===== src/sv/json_string_unescaper_core_defines.svh =====
// Assertion macros shared by the JSON string unescaper RTL.
// No dependencies; included by the modules that carry assertions.
`ifndef JSON_STRING_UNESCAPER_CORE_DEFINES_SVH
`define JSON_STRING_UNESCAPER_CORE_DEFINES_SVH

// Check an implication or expression on every clock edge outside reset.
`define JSU_ASSERT(lbl, clk, rstn, prop, msg) \
    lbl: assert property (@(posedge clk) disable iff (!rstn) prop) \
        else $error(msg);

// Check that a condition never holds outside reset.
`define JSU_ASSERT_NEVER(lbl, clk, rstn, cond, msg) \
    lbl: assert property (@(posedge clk) disable iff (!rstn) !(cond)) \
        else $error(msg);

`endif


===== src/sv/jsu_pkg.sv =====
// Shared types, codes and constants of the JSON string unescaper.
// No dependencies; used by jsu_front, jsu_queue, jsu_back and the top level.
`default_nettype none

package jsu_pkg;

    // Parser phases
    localparam logic [2:0] PH_IDLE = 3'd0;
    localparam logic [2:0] PH_STR  = 3'd1;
    localparam logic [2:0] PH_ESC  = 3'd2;
    localparam logic [2:0] PH_HEX  = 3'd3;

    // Result kinds
    localparam logic [1:0] KIND_BYTE = 2'd0;
    localparam logic [1:0] KIND_END  = 2'd1;
    localparam logic [1:0] KIND_ERR  = 2'd2;

    // Error codes
    localparam logic [2:0] ERR_NONE      = 3'd0;
    localparam logic [2:0] ERR_NO_OPEN   = 3'd1;
    localparam logic [2:0] ERR_UNTERM    = 3'd2;
    localparam logic [2:0] ERR_UNTERM_ES = 3'd3;
    localparam logic [2:0] ERR_BAD_ESC   = 3'd4;
    localparam logic [2:0] ERR_BAD_UNI   = 3'd5;

    // Characters
    localparam logic [7:0] CH_QUOTE = 8'h22;
    localparam logic [7:0] CH_BSLASH = 8'h5C;
    localparam logic [7:0] CH_SLASH = 8'h2F;
    localparam logic [7:0] CH_B     = 8'h62;
    localparam logic [7:0] CH_F     = 8'h66;
    localparam logic [7:0] CH_N     = 8'h6E;
    localparam logic [7:0] CH_R     = 8'h72;
    localparam logic [7:0] CH_T     = 8'h74;
    localparam logic [7:0] CH_U     = 8'h75;

    // UTF-8 encoding
    localparam logic [15:0] UTF8_TWO_MIN   = 16'h0080;
    localparam logic [15:0] UTF8_THREE_MIN = 16'h0800;
    localparam logic [7:0]  UTF8_LEAD2     = 8'hC0;
    localparam logic [7:0]  UTF8_LEAD3     = 8'hE0;
    localparam logic [7:0]  UTF8_CONT      = 8'h80;
    localparam logic [7:0]  UTF8_CONT_MASK = 8'h3F;

    // Default depth of the job queue
    localparam int QUEUE_DEPTH_DEF = 4;

    // One classified input byte: up to three results to emit
    typedef struct packed {
        logic [1:0] count;   // results in this job, 1 to 3
        logic [7:0] b0;
        logic [7:0] b1;
        logic [7:0] b2;
        logic [1:0] kind;
        logic [2:0] err;
    } job_t;

    // Queue fill status seen by the front and back parts
    typedef struct packed {
        logic full;
        logic empty;
    } queue_status_t;

endpackage

`default_nettype wire


===== src/sv/json_string_unescaper_core.sv =====
// Top level of the JSON string unescaper: front parser, job queue, back emitter.
// Depends on jsu_pkg, jsu_front, jsu_queue and jsu_back.
//
//  Channel | Ports                                          | Direction
//  --------+------------------------------------------------+----------
//  input   | s_valid s_ready s_in_byte s_end_of_text        | in
//  result  | m_valid m_ready m_out_byte m_kind m_error_code | out
//          | m_last_of_run                                  |
//
// One input byte is taken per cycle while the job queue has room. A byte that
// ends a \uXXXX escape yields up to three UTF-8 results, and the back part
// emits one result per cycle through its output register while m_ready allows,
// so such a byte holds the result side until all its results are out; the queue absorbs the difference.
// Each job is written into the queue and then loaded into the output register.
// aresetn is synchronous, active low; it empties the queue and idles the parser.
// A stalled result side fills the queue and then drops s_ready.
`default_nettype none

module json_string_unescaper_core #(
    parameter int QUEUE_DEPTH = jsu_pkg::QUEUE_DEPTH_DEF
) (
    input  wire logic       aclk,
    input  wire logic       aresetn,
    // input channel
    input  wire logic       s_valid,
    output logic            s_ready,
    input  wire logic [7:0] s_in_byte,
    input  wire logic       s_end_of_text,
    // result channel
    output logic            m_valid,
    input  wire logic       m_ready,
    output logic [7:0]      m_out_byte,
    output logic [1:0]      m_kind,
    output logic [2:0]      m_error_code,
    output logic            m_last_of_run
);

    jsu_pkg::queue_status_t q_status;
    jsu_pkg::job_t          push_job;
    jsu_pkg::job_t          head;
    logic                   push;
    logic                   pop;

    // Parse and classify each transaction; push a job when it yields results
    jsu_front u_front (
        .aclk          (aclk),
        .aresetn       (aresetn),
        .s_valid       (s_valid),
        .s_ready       (s_ready),
        .s_in_byte     (s_in_byte),
        .s_end_of_text (s_end_of_text),
        .q_status      (q_status),
        .push          (push),
        .push_job      (push_job)
    );

    // Hold jobs so the parser advances while results wait
    jsu_queue #(
        .DEPTH (QUEUE_DEPTH)
    ) u_queue (
        .aclk     (aclk),
        .aresetn  (aresetn),
        .push     (push),
        .push_job (push_job),
        .pop      (pop),
        .head     (head),
        .status   (q_status)
    );

    // Drain each job one result transaction at a time
    jsu_back u_back (
        .aclk          (aclk),
        .aresetn       (aresetn),
        .head          (head),
        .q_status      (q_status),
        .pop           (pop),
        .m_valid       (m_valid),
        .m_ready       (m_ready),
        .m_out_byte    (m_out_byte),
        .m_kind        (m_kind),
        .m_error_code  (m_error_code),
        .m_last_of_run (m_last_of_run)
    );

endmodule

`default_nettype wire


===== src/sv/jsu_front.sv =====
// Front part: accepts raw bytes, tracks the string phase and classifies
// each byte into a job for the queue. Depends on jsu_pkg and the defines header.
`default_nettype none
`include "json_string_unescaper_core_defines.svh"

module jsu_front (
    input  wire logic                 aclk,
    input  wire logic                 aresetn,
    input  wire logic                 s_valid,
    output logic                      s_ready,
    input  wire logic [7:0]           s_in_byte,
    input  wire logic                 s_end_of_text,
    input  wire jsu_pkg::queue_status_t q_status,
    output logic                      push,
    output jsu_pkg::job_t             push_job
);

    logic [2:0]  phase_reg, phase_next;
    logic [1:0]  hex_count_reg, hex_count_next;
    logic [11:0] code_accum_reg, code_accum_next;

    logic        accept;
    logic        hex_ok;
    logic [3:0]  hex_val;
    logic [15:0] code;
    logic        emit;

    assign s_ready = !q_status.full;
    assign accept  = s_valid && s_ready;
    assign code    = {code_accum_reg, hex_val};

    // Hex digit decode, either case
    always_comb begin
        hex_ok  = 1'b1;
        hex_val = 4'd0;
        if (s_in_byte >= 8'h30 && s_in_byte <= 8'h39) begin
            hex_val = 4'(s_in_byte - 8'h30);
        end else if (s_in_byte >= 8'h61 && s_in_byte <= 8'h66) begin
            hex_val = 4'(s_in_byte - 8'h57);
        end else if (s_in_byte >= 8'h41 && s_in_byte <= 8'h46) begin
            hex_val = 4'(s_in_byte - 8'h37);
        end else begin
            hex_ok = 1'b0;
        end
    end

    always_comb begin
        phase_next      = phase_reg;
        hex_count_next  = hex_count_reg;
        code_accum_next = code_accum_reg;
        emit            = 1'b0;
        push_job        = '0;
        push_job.count  = 2'd1;
        push_job.kind   = jsu_pkg::KIND_BYTE;
        push_job.err    = jsu_pkg::ERR_NONE;

        case (phase_reg)
            jsu_pkg::PH_STR: begin
                emit = 1'b1;
                if (s_end_of_text) begin
                    push_job.kind = jsu_pkg::KIND_ERR;
                    push_job.err  = jsu_pkg::ERR_UNTERM;
                    phase_next    = jsu_pkg::PH_IDLE;
                end else if (s_in_byte == jsu_pkg::CH_QUOTE) begin
                    push_job.kind = jsu_pkg::KIND_END;
                    phase_next    = jsu_pkg::PH_IDLE;
                end else if (s_in_byte == jsu_pkg::CH_BSLASH) begin
                    emit       = 1'b0;
                    phase_next = jsu_pkg::PH_ESC;
                end else begin
                    push_job.b0 = s_in_byte;
                end
            end
            jsu_pkg::PH_ESC: begin
                emit       = 1'b1;
                phase_next = jsu_pkg::PH_STR;
                if (s_end_of_text) begin
                    push_job.kind = jsu_pkg::KIND_ERR;
                    push_job.err  = jsu_pkg::ERR_UNTERM_ES;
                    phase_next    = jsu_pkg::PH_IDLE;
                end else begin
                    case (s_in_byte)
                        jsu_pkg::CH_QUOTE:  push_job.b0 = jsu_pkg::CH_QUOTE;
                        jsu_pkg::CH_BSLASH: push_job.b0 = jsu_pkg::CH_BSLASH;
                        jsu_pkg::CH_SLASH:  push_job.b0 = jsu_pkg::CH_SLASH;
                        jsu_pkg::CH_B:      push_job.b0 = 8'h08;
                        jsu_pkg::CH_F:      push_job.b0 = 8'h0C;
                        jsu_pkg::CH_N:      push_job.b0 = 8'h0A;
                        jsu_pkg::CH_R:      push_job.b0 = 8'h0D;
                        jsu_pkg::CH_T:      push_job.b0 = 8'h09;
                        jsu_pkg::CH_U: begin
                            emit            = 1'b0;
                            phase_next      = jsu_pkg::PH_HEX;
                            hex_count_next  = 2'd0;
                            code_accum_next = '0;
                        end
                        default: begin
                            push_job.kind = jsu_pkg::KIND_ERR;
                            push_job.err  = jsu_pkg::ERR_BAD_ESC;
                            phase_next    = jsu_pkg::PH_IDLE;
                        end
                    endcase
                end
            end
            jsu_pkg::PH_HEX: begin
                if (s_end_of_text || !hex_ok) begin
                    emit            = 1'b1;
                    push_job.kind   = jsu_pkg::KIND_ERR;
                    push_job.err    = jsu_pkg::ERR_BAD_UNI;
                    phase_next      = jsu_pkg::PH_IDLE;
                    hex_count_next  = 2'd0;
                    code_accum_next = '0;
                end else if (hex_count_reg == 2'd3) begin
                    // Fourth digit: encode the code point as UTF-8
                    emit            = 1'b1;
                    phase_next      = jsu_pkg::PH_STR;
                    hex_count_next  = 2'd0;
                    code_accum_next = '0;
                    if (code < jsu_pkg::UTF8_TWO_MIN) begin
                        push_job.b0 = code[7:0];
                    end else if (code < jsu_pkg::UTF8_THREE_MIN) begin
                        push_job.count = 2'd2;
                        push_job.b0    = jsu_pkg::UTF8_LEAD2 | {3'd0, code[10:6]};
                        push_job.b1    = jsu_pkg::UTF8_CONT
                                       | (jsu_pkg::UTF8_CONT_MASK & {2'd0, code[5:0]});
                    end else begin
                        push_job.count = 2'd3;
                        push_job.b0    = jsu_pkg::UTF8_LEAD3 | {4'd0, code[15:12]};
                        push_job.b1    = jsu_pkg::UTF8_CONT
                                       | (jsu_pkg::UTF8_CONT_MASK & {2'd0, code[11:6]});
                        push_job.b2    = jsu_pkg::UTF8_CONT
                                       | (jsu_pkg::UTF8_CONT_MASK & {2'd0, code[5:0]});
                    end
                end else begin
                    hex_count_next  = hex_count_reg + 2'd1;
                    code_accum_next = code[11:0];
                end
            end
            default: begin
                hex_count_next  = 2'd0;
                code_accum_next = '0;
                if (!s_end_of_text && s_in_byte == jsu_pkg::CH_QUOTE) begin
                    phase_next = jsu_pkg::PH_STR;
                end else begin
                    emit          = 1'b1;
                    push_job.kind = jsu_pkg::KIND_ERR;
                    push_job.err  = jsu_pkg::ERR_NO_OPEN;
                    phase_next    = jsu_pkg::PH_IDLE;
                end
            end
        endcase
    end

    assign push = accept && emit;

    always_ff @(posedge aclk) begin
        if (!aresetn) begin
            phase_reg      <= jsu_pkg::PH_IDLE;
            hex_count_reg  <= 2'd0;
            code_accum_reg <= '0;
        end else if (accept) begin
            phase_reg      <= phase_next;
            hex_count_reg  <= hex_count_next;
            code_accum_reg <= code_accum_next;
        end
    end

    `JSU_ASSERT(a_eot_to_idle, aclk, aresetn, (s_valid && s_ready && s_end_of_text) |=> (phase_reg == jsu_pkg::PH_IDLE), "end of text did not return the parser to idle")

endmodule

`default_nettype wire


===== src/sv/jsu_queue.sv =====
// Job queue between the front and back parts: a small flop FIFO of jobs.
// Depends on jsu_pkg and the defines header.
`default_nettype none
`include "json_string_unescaper_core_defines.svh"

module jsu_queue #(
    parameter int DEPTH = jsu_pkg::QUEUE_DEPTH_DEF
) (
    input  wire logic                   aclk,
    input  wire logic                   aresetn,
    input  wire logic                   push,
    input  wire jsu_pkg::job_t          push_job,
    input  wire logic                   pop,
    output jsu_pkg::job_t               head,
    output jsu_pkg::queue_status_t      status
);

    localparam int PTR_W = (DEPTH > 1) ? $clog2(DEPTH) : 1;
    localparam int CNT_W = $clog2(DEPTH + 1);

    jsu_pkg::job_t    mem_reg [DEPTH];
    logic [PTR_W-1:0] wr_ptr_reg, wr_ptr_next;
    logic [PTR_W-1:0] rd_ptr_reg, rd_ptr_next;
    logic [CNT_W-1:0] count_reg, count_next;

    assign status.full  = (count_reg == CNT_W'(DEPTH));
    assign status.empty = (count_reg == '0);
    assign head         = mem_reg[rd_ptr_reg];

    always_comb begin
        wr_ptr_next = wr_ptr_reg;
        rd_ptr_next = rd_ptr_reg;
        count_next  = count_reg;
        if (push) begin
            wr_ptr_next = (wr_ptr_reg == PTR_W'(DEPTH - 1)) ? '0 : wr_ptr_reg + PTR_W'(1);
        end
        if (pop) begin
            rd_ptr_next = (rd_ptr_reg == PTR_W'(DEPTH - 1)) ? '0 : rd_ptr_reg + PTR_W'(1);
        end
        if (push && !pop) begin
            count_next = count_reg + CNT_W'(1);
        end else if (pop && !push) begin
            count_next = count_reg - CNT_W'(1);
        end
    end

    always_ff @(posedge aclk) begin
        if (!aresetn) begin
            wr_ptr_reg <= '0;
            rd_ptr_reg <= '0;
            count_reg  <= '0;
        end else begin
            wr_ptr_reg <= wr_ptr_next;
            rd_ptr_reg <= rd_ptr_next;
            count_reg  <= count_next;
        end
    end

    always_ff @(posedge aclk) begin
        if (push) begin
            mem_reg[wr_ptr_reg] <= push_job;
        end
    end

    `JSU_ASSERT_NEVER(a_no_overflow, aclk, aresetn, push && status.full, "push into a full job queue")
    `JSU_ASSERT_NEVER(a_no_underflow, aclk, aresetn, pop && status.empty, "pop from an empty job queue")

endmodule

`default_nettype wire


===== src/sv/jsu_back.sv =====
// Back part: walks the head job one result per cycle into the output register while it is empty or being taken.
// Depends on jsu_pkg and the defines header.
`default_nettype none
`include "json_string_unescaper_core_defines.svh"

module jsu_back (
    input  wire logic                   aclk,
    input  wire logic                   aresetn,
    input  wire jsu_pkg::job_t          head,
    input  wire jsu_pkg::queue_status_t q_status,
    output logic                        pop,
    output logic                        m_valid,
    input  wire logic                   m_ready,
    output logic [7:0]                  m_out_byte,
    output logic [1:0]                  m_kind,
    output logic [2:0]                  m_error_code,
    output logic                        m_last_of_run
);

    logic       m_valid_reg;
    logic [7:0] m_out_byte_reg;
    logic [1:0] m_kind_reg;
    logic [2:0] m_error_code_reg;
    logic       m_last_reg;
    logic [1:0] idx_reg, idx_next;

    logic       load;
    logic       last;
    logic [7:0] sel_byte;

    assign load = !q_status.empty && (!m_valid_reg || m_ready);
    assign last = (idx_reg == head.count - 2'd1);
    assign pop  = load && last;

    always_comb begin
        case (idx_reg)
            2'd0:    sel_byte = head.b0;
            2'd1:    sel_byte = head.b1;
            2'd2:    sel_byte = head.b2;
            default: sel_byte = 8'd0;
        endcase
    end

    always_comb begin
        idx_next = idx_reg;
        if (load) begin
            idx_next = last ? 2'd0 : idx_reg + 2'd1;
        end
    end

    always_ff @(posedge aclk) begin
        if (!aresetn) begin
            m_valid_reg <= 1'b0;
            idx_reg     <= 2'd0;
        end else begin
            idx_reg <= idx_next;
            if (load) begin
                m_valid_reg <= 1'b1;
            end else if (m_ready) begin
                m_valid_reg <= 1'b0;
            end
        end
    end

    always_ff @(posedge aclk) begin
        if (load) begin
            m_out_byte_reg   <= sel_byte;
            m_kind_reg       <= head.kind;
            m_error_code_reg <= head.err;
            m_last_reg       <= last;
        end
    end

    assign m_valid       = m_valid_reg;
    assign m_out_byte    = m_out_byte_reg;
    assign m_kind        = m_kind_reg;
    assign m_error_code  = m_error_code_reg;
    assign m_last_of_run = m_last_reg;

    `JSU_ASSERT(a_single_non_byte, aclk, aresetn, (m_valid_reg && (m_kind_reg != jsu_pkg::KIND_BYTE)) |-> m_last_reg, "end or error result not marked last of run")
    `JSU_ASSERT_NEVER(a_idx_in_job, aclk, aresetn, !q_status.empty && (idx_reg >= head.count), "result index ran past the head job")

endmodule

`default_nettype wire

===== config.mk =====
export PLATFORM = sky130hd
export DESIGN_NAME = json_string_unescaper_core
export DESIGN_NICKNAME = d
export VERILOG_FILES = /design/src/sv/jsu_pkg.sv /design/src/sv/json_string_unescaper_core.sv /design/src/sv/jsu_front.sv /design/src/sv/jsu_queue.sv /design/src/sv/jsu_back.sv
export VERILOG_INCLUDE_DIRS = /design/src /design/src/sv
export SDC_FILE = /design/constraint.sdc
export NUM_CORES = 1
export LEC_CHECK = 0
export BUFFER_PORTS_ARGS = -buffer_cell sky130_fd_sc_hd__buf_2
export CAP_MARGIN = 20
export CORE_MARGIN = 10
export CORE_UTILIZATION = 50
export CTS_BUF_LIST = sky130_fd_sc_hd__clkbuf_8 sky130_fd_sc_hd__clkbuf_16
export DETAILED_ROUTE_END_ITERATION = 7
export PLACE_DENSITY = 0.66
export SYNTH_ARGS = -nofsm -noshare
export SYNTH_HDL_FRONTEND = slang
export SYNTH_SLANG_ARGS = --single-unit

===== constraint.sdc =====
create_clock -name aclk -period 8.1 [get_ports aclk]
set_input_delay 1.215 -clock aclk [delete_from_list [all_inputs] [get_ports aclk]]
set_output_delay 1.215 -clock aclk [all_outputs]
set_load 0.1 [all_outputs]

Word-level counts from Yosys, hierarchy flattened
Memory sizes are Yosys's and may differ from the RTL's. A register that Yosys moved wholly into a read port is not among the register bits.
Cells that the tools add are included.

word-level totals
  memories kept = 1
  bits in writable memories = 124
  bits of input ports = 13
  logic and storage cells = 151
  register bits = 41
  bits in read-only memories = 0
  output and inout port bits = 16
  latch bits = 0

memories
  memory           words  bits a word  read ports  clocked after Yosys merged registers in  write ports  line             text
  u_queue.mem_reg  4      31           1           1                                        1            jsu_queue.sv:21  jsu_pkg::job_t mem_reg [DEPTH];

cells by class
  shift-type cells = 0
  mux-type cells = 69
  eq/ne operators = 23
  reductions and logical operators = 27
  $add $sub $neg = 10
  multiply operators = 0
  bitwise gates (word level) = 1
  divide/modulo/power cells = 0
  $lt $le $gt $ge = 8

operator list
  kind                                                                                  number
  8-bit by 7-bit == test with 1-bit output (second input constant)                      7
  7-bit case mux with 8 select lines                                                    1
  26-bit two-way mux                                                                    2
  12-bit two-way mux                                                                    4
  8-bit two-way mux                                                                     6
  8-bit case mux with 3 select lines                                                    2
  12-bit case mux with 3 select lines                                                   1
  16-bit two-way mux                                                                    2
  2-bit two-way mux                                                                     13
  3-bit two-way mux                                                                     8
  5-bit two-way mux                                                                     4
  1-bit two-way mux                                                                     17
  17-bit two-way mux                                                                    1
  8-bit by 6-bit == test with 1-bit output (second input constant)                      2
  8-bit by 7-bit greater-or-equal comparator with 1-bit output (second input constant)  2
  8-bit by 7-bit less-or-equal comparator with 1-bit output (second input constant)     2
  16-bit by 12-bit less-than comparator with 1-bit output (second input constant)       1
  16-bit by 8-bit less-than comparator with 1-bit output (second input constant)        1
  5-bit case mux with 3 select lines                                                    1
  4-bit two-way mux                                                                     3
  1-bit logical AND                                                                     10
  3-bit case mux with 3 select lines                                                    1
  9-bit OR reduction                                                                    1
  2-bit by 1-bit adder with 2-bit output (second input constant)                        4
  other kinds (28)                                                                      42

Longest topological paths before layout
  word-level depth = 14
  gate-level depth with buffers = 13
  gate-level depth less buffers = 13

Cells and area by module
A second synthesis with hierarchy kept.

unflattened totals
  cell total of the unflattened synthesis = 503
  area, all modules = 7488.4 um2

by module, submodules not included
  module     cells an instance  area each (um2)  instances
  jsu_queue  205                4932.2           1
  jsu_front  238                1789.2           1
  jsu_back   60                 767.0            1

Least setup slack after synthesis
Ideal clock, no wire load.

  kind = input port to flip-flop
  from = input port s_in_byte[0]
  to = register u_queue.count_reg[2]
  arrival time = 3.874 ns
  setup slack = 4.155 ns
  buffers on the path = 0
  library setup time = 0.071 ns
  stages = 13
  cell sequence = inv_1 ha_1 or4b_4 nor3_4 o32a_4 a2111oi_2 nor2_2 ha_1 inv_1 fa_1 xor2_1 or3_1 a21oi_1

between the ends
  longest elaborated chain between the ends = 13
  elaborated cells on any way between the ends = 32
  those cells by class = order compare (6); eq/ne (3); mux (12); reduce/logical (11)

RTL lines
  item                                                                                                                                              line                              text
  start, declared                                                                                                                                   json_string_unescaper_core.sv:27  input wire logic [7:0] s_in_byte,
  8-bit by 7-bit greater-or-equal comparator with 1-bit output / 8-bit by 7-bit less-or-equal comparator with 1-bit output (equally long branches)  jsu_front.sv:40                   end else if (s_in_byte >= 8'h41 && s_in_byte <= 8'h46) begin
  1-bit logical AND                                                                                                                                 jsu_front.sv:40
  1-bit two-way mux                                                                                                                                 jsu_front.sv:40
  1-bit two-way mux                                                                                                                                 jsu_front.sv:38                   end else if (s_in_byte >= 8'h61 && s_in_byte <= 8'h66) begin
  1-bit two-way mux                                                                                                                                 jsu_front.sv:36                   if (s_in_byte >= 8'h30 && s_in_byte <= 8'h39) begin
  1-bit zero test                                                                                                                                   jsu_front.sv:106                  if (s_end_of_text || !hex_ok) begin
  1-bit logical OR                                                                                                                                  jsu_front.sv:106
  1-bit two-way mux                                                                                                                                 jsu_front.sv:106
  1-bit case mux with 3 select lines *                                                                                                              jsu_front.sv:57                   case (phase_reg)
  1-bit logical AND *                                                                                                                               jsu_front.sv:154                  assign push = accept && emit;
  net push                                                                                                                                          json_string_unescaper_core.sv:41  logic push;
  1-bit zero test                                                                                                                                   jsu_queue.sv:42                   end else if (pop && !push) begin
  1-bit logical AND                                                                                                                                 jsu_queue.sv:42
  2-bit nonzero test (no line)                                                                                                                      n/a
  end signal, assigned                                                                                                                              jsu_queue.sv:55                   count_reg <= count_next;
  end, declared                                                                                                                                     jsu_queue.sv:24                   logic [CNT_W-1:0] count_reg, count_next;

The timed path passes the listed nets; every way through them passes the cells marked *.
A chain may end at the register's enable or synchronous reset.

Final worst setup path
  from = input port s_in_byte[1]
  to = register u_queue.count_reg[2]

Same word-level chain as after synthesis.

==> qor.csv <==
metric,value,unit
ratio of cells with drive above 1 in the final layout,0.186,
CP top delay family,simple AND/OR/NAND/NOR gates,
Site Rows,43,
Hold Path End,u_queue.rd_ptr_reg[1],
clk_lat worst skew,0.42,ns
Synth Net Count,549,
final worst slack,4.12,ns
"commonest cells after routing, fill and taps aside","edfxtp_1, nor2_1, nand2_1, a21oi_1, buf_2",
max_cap viols,0,
Worst Setup End Kind,register,
initial core utilization,0.511,
initial antenna violation count,0,
"Distinct cells, synth",65,
Final min period,3.98,ns
first-pass GRT wire length,24600,µm
"Hold Vio Cnt, Final",0,
pre-CTS WS,3.69,ns
core area,13900,µm²
number of flops mapped to enable cells by yosys,126,
area grow syn2layout,13.6,%
gr ovfl total,0,
Max stage delay on crit path,0.53,ns
final worst clock skew,0.00576,ns
status,"finished, final reports clean",
Clock Sinks,154,
CTS tree,built,
CTS H-tree lvls,4,
largest net degree at the start of global routing,29,
R2R depth,11,
"most common cell after layout, fill and taps aside",edfxtp_1,
# diodes,0,
top_reg_cell synth,edfxtp_1,
Psw,927,µW
worst path cell trace,buf_2 > inv_1 > ha_1 > or4b_4 > nor3_4 > o32a_4 > a2111oi_2 > nor2_2 > ha_1 > inv_1 > fa_1 > xor2_1 > or3_1 > a21oi_1,
crit path from,s_in_byte[1],
Int Pwr,1840,µW
Vias,4484,
CP required,8.42,ns
Final ANT Viol Nets,0,
PD cells,344,nW/µm²
dpl hpwl,9940,µm
CP max-delay cell,or4b_4,
RSZ-0062 raised after global routing,false,
Final Slew Violations,0,
post_cts resized,0,
Sw Ratio,0.335,
peak supply drop,151,µV
drt pass-1 iters,5,
vias per cell,6.10,
root buffer cell,clkbuf_16,
NumNets Final,575,
Reg-to-Reg End,u_queue.count_reg[2],
Synth async-reset ratio,0,
CTS max path bufs,2,
critical path arrival,4.31,ns
Leak,0.00273,µW
FF/Latch Area,4350,µm²
fmax,0.251,GHz
r2r setup slk,4.75,ns
number of fill cells,1098,
Num CTS Buffers,17,
# IOs,29,
worst hold path depth,2,
"Seq/Total Area, Yosys",0.613,
Clock Power Share,0.325,
syn avg cell area,13.7,µm²
Routed wire per std cell,20.6,µm
maximum fanout along the worst path,9,
Slew @ Worst Pin,1.02,ns
setup_tns,0,ns
WS Path Type,in -> reg,
"Reg clk slew, reported paths",0.06,ns
total global-route track usage,0.158,
synthesized flop and latch total,154,
die height,139,µm
GP Congestion,1.02,
max reg flops,112,
Comb power frac,0.298,
DRC violations left,0,
HP Class,reg -> reg,
Die ar.,19300,µm²
synthesized area,7090,µm²
Startpoint Class,input pin,
Ys Warns,0,
hold_sp,u_queue.rd_ptr_reg[1],
"Setup violations, final",0,
Port Buf Inserts,28,
Critical path buffers and inverters,3,
final critical-path share of the clock period,0.492,
gate count after technology mapping,516,
Die Width,139,µm
Reg power frac,0.377,
vias in the first global route,4435,
final wirelength,15100,µm
Post CTS Setup Buffer Count,0,
multi-input combinational cell area,2570,µm²
drt initial violations,308,
Hold Buf Count CTS,0,
Slew headroom,0.321,
==> logic make-up (layout without fill, tap and decap cells) <==
family,Yosys count,after routing,synth area share
muxes,33,33,0.0960
AOI/OAI and AO/OA,111,111,0.109
DFF,154,154,0.613
xor gates and xnor gates,3,3,0.00371
and+or+nand+nor,153,153,0.118
adders and majority gates,20,20,0.0363
buffers and inverters,42,81,0.0254
==> per-layer routing <==
layer,wire length (µm),global-route usage,vias to the layer above
li1,-,-,2060
met1,6750,0.207,2259
met2,7200,0.243,142
met3,833,0.0418,23
met4,334,0.0686,0
met5,0,0,-
==> cell usage after synthesis (all sizes together), types with 3 or more instances <==
master | count | area, µm²
edfxtp | 126 | 3780
nor2 | 41 | 159
nand2 | 35 | 131
a21oi | 33 | 169
dfxtp | 28 | 561
mux4 | 28 | 631
a22oi | 23 | 173
ha | 19 | 238
o21ai | 16 | 80.1
buf | 14 | 75.1
clkbuf | 14 | 52.6
inv | 13 | 48.8
nand2b | 12 | 75.1
nor3 | 8 | 51.3
nand3 | 7 | 35.0
and2 | 6 | 37.5
nor4 | 6 | 37.5
or3 | 6 | 37.5
and3 | 5 | 31.3
mux2i | 5 | 50.1
nor2b | 5 | 31.3
a21boi | 4 | 30.0
a211oi | 3 | 27.5
a221o | 3 | 30.0
a31oi | 3 | 18.8
nand4 | 3 | 18.8
nand4bb | 3 | 50.1
nor3b | 3 | 22.5
o211ai | 3 | 22.5
or2 | 3 | 18.8
==> worst max-delay path by stage <==
stage,end,slack [ns],cells after the start
2_1_floorplan,u_queue.count_reg[2],4.16,13
3_3_place_gp,u_queue.count_reg[2],3.82,14
3_5_place_dp,u_queue.count_reg[2],3.69,14
4_1_cts,u_queue.count_reg[2],4.13,14
5_1_grt,u_queue.count_reg[2],3.93,14
6_report,u_queue.count_reg[2],4.12,14
==> tightest hold or removal path, cell delays in order, from the launching register on <==
cell and delay [ns]:
dfxtp_1 0.31, nand3_1 0.06, o21ai_1 0.07
==> through the flow <==
step,util,total power [µW],cell area [µm²],instances,hold WS [ns]
2_1_floorplan,-,1720,7090,516,0.455
3_3_place_gp,0.531,1880,7380,702,0.451
3_5_place_dp,0.532,1890,7380,703,0.472
4_1_cts,0.580,2800,8060,735,0.490
5_1_grt,0.580,2890,8060,735,0.528
6_report,0.580,2770,8060,735,0.484
==> power by group through the flow <==
stage	Combinational (µW)	Sequential [µW]	Clock, µW
after global placement	825	1050	0
final	825	1040	901
after detailed placement	832	1060	0
after CTS	836	1040	915
after global routing	884	1060	947
after floorplan	393	1330	0
==> area by class of cell <==
cell class / count / area share
clock inverter: 15 / 0.0312
multi-input combinational: 320 / 0.319
tap: 180 / 0.0280
sequential: 154 / 0.539
clock buffer: 17 / 0.0528
inverter: 14 / 0.00652
timing repair buffer: 35 / 0.0236
No activity file was read; power rests on OpenSTA's default activity.
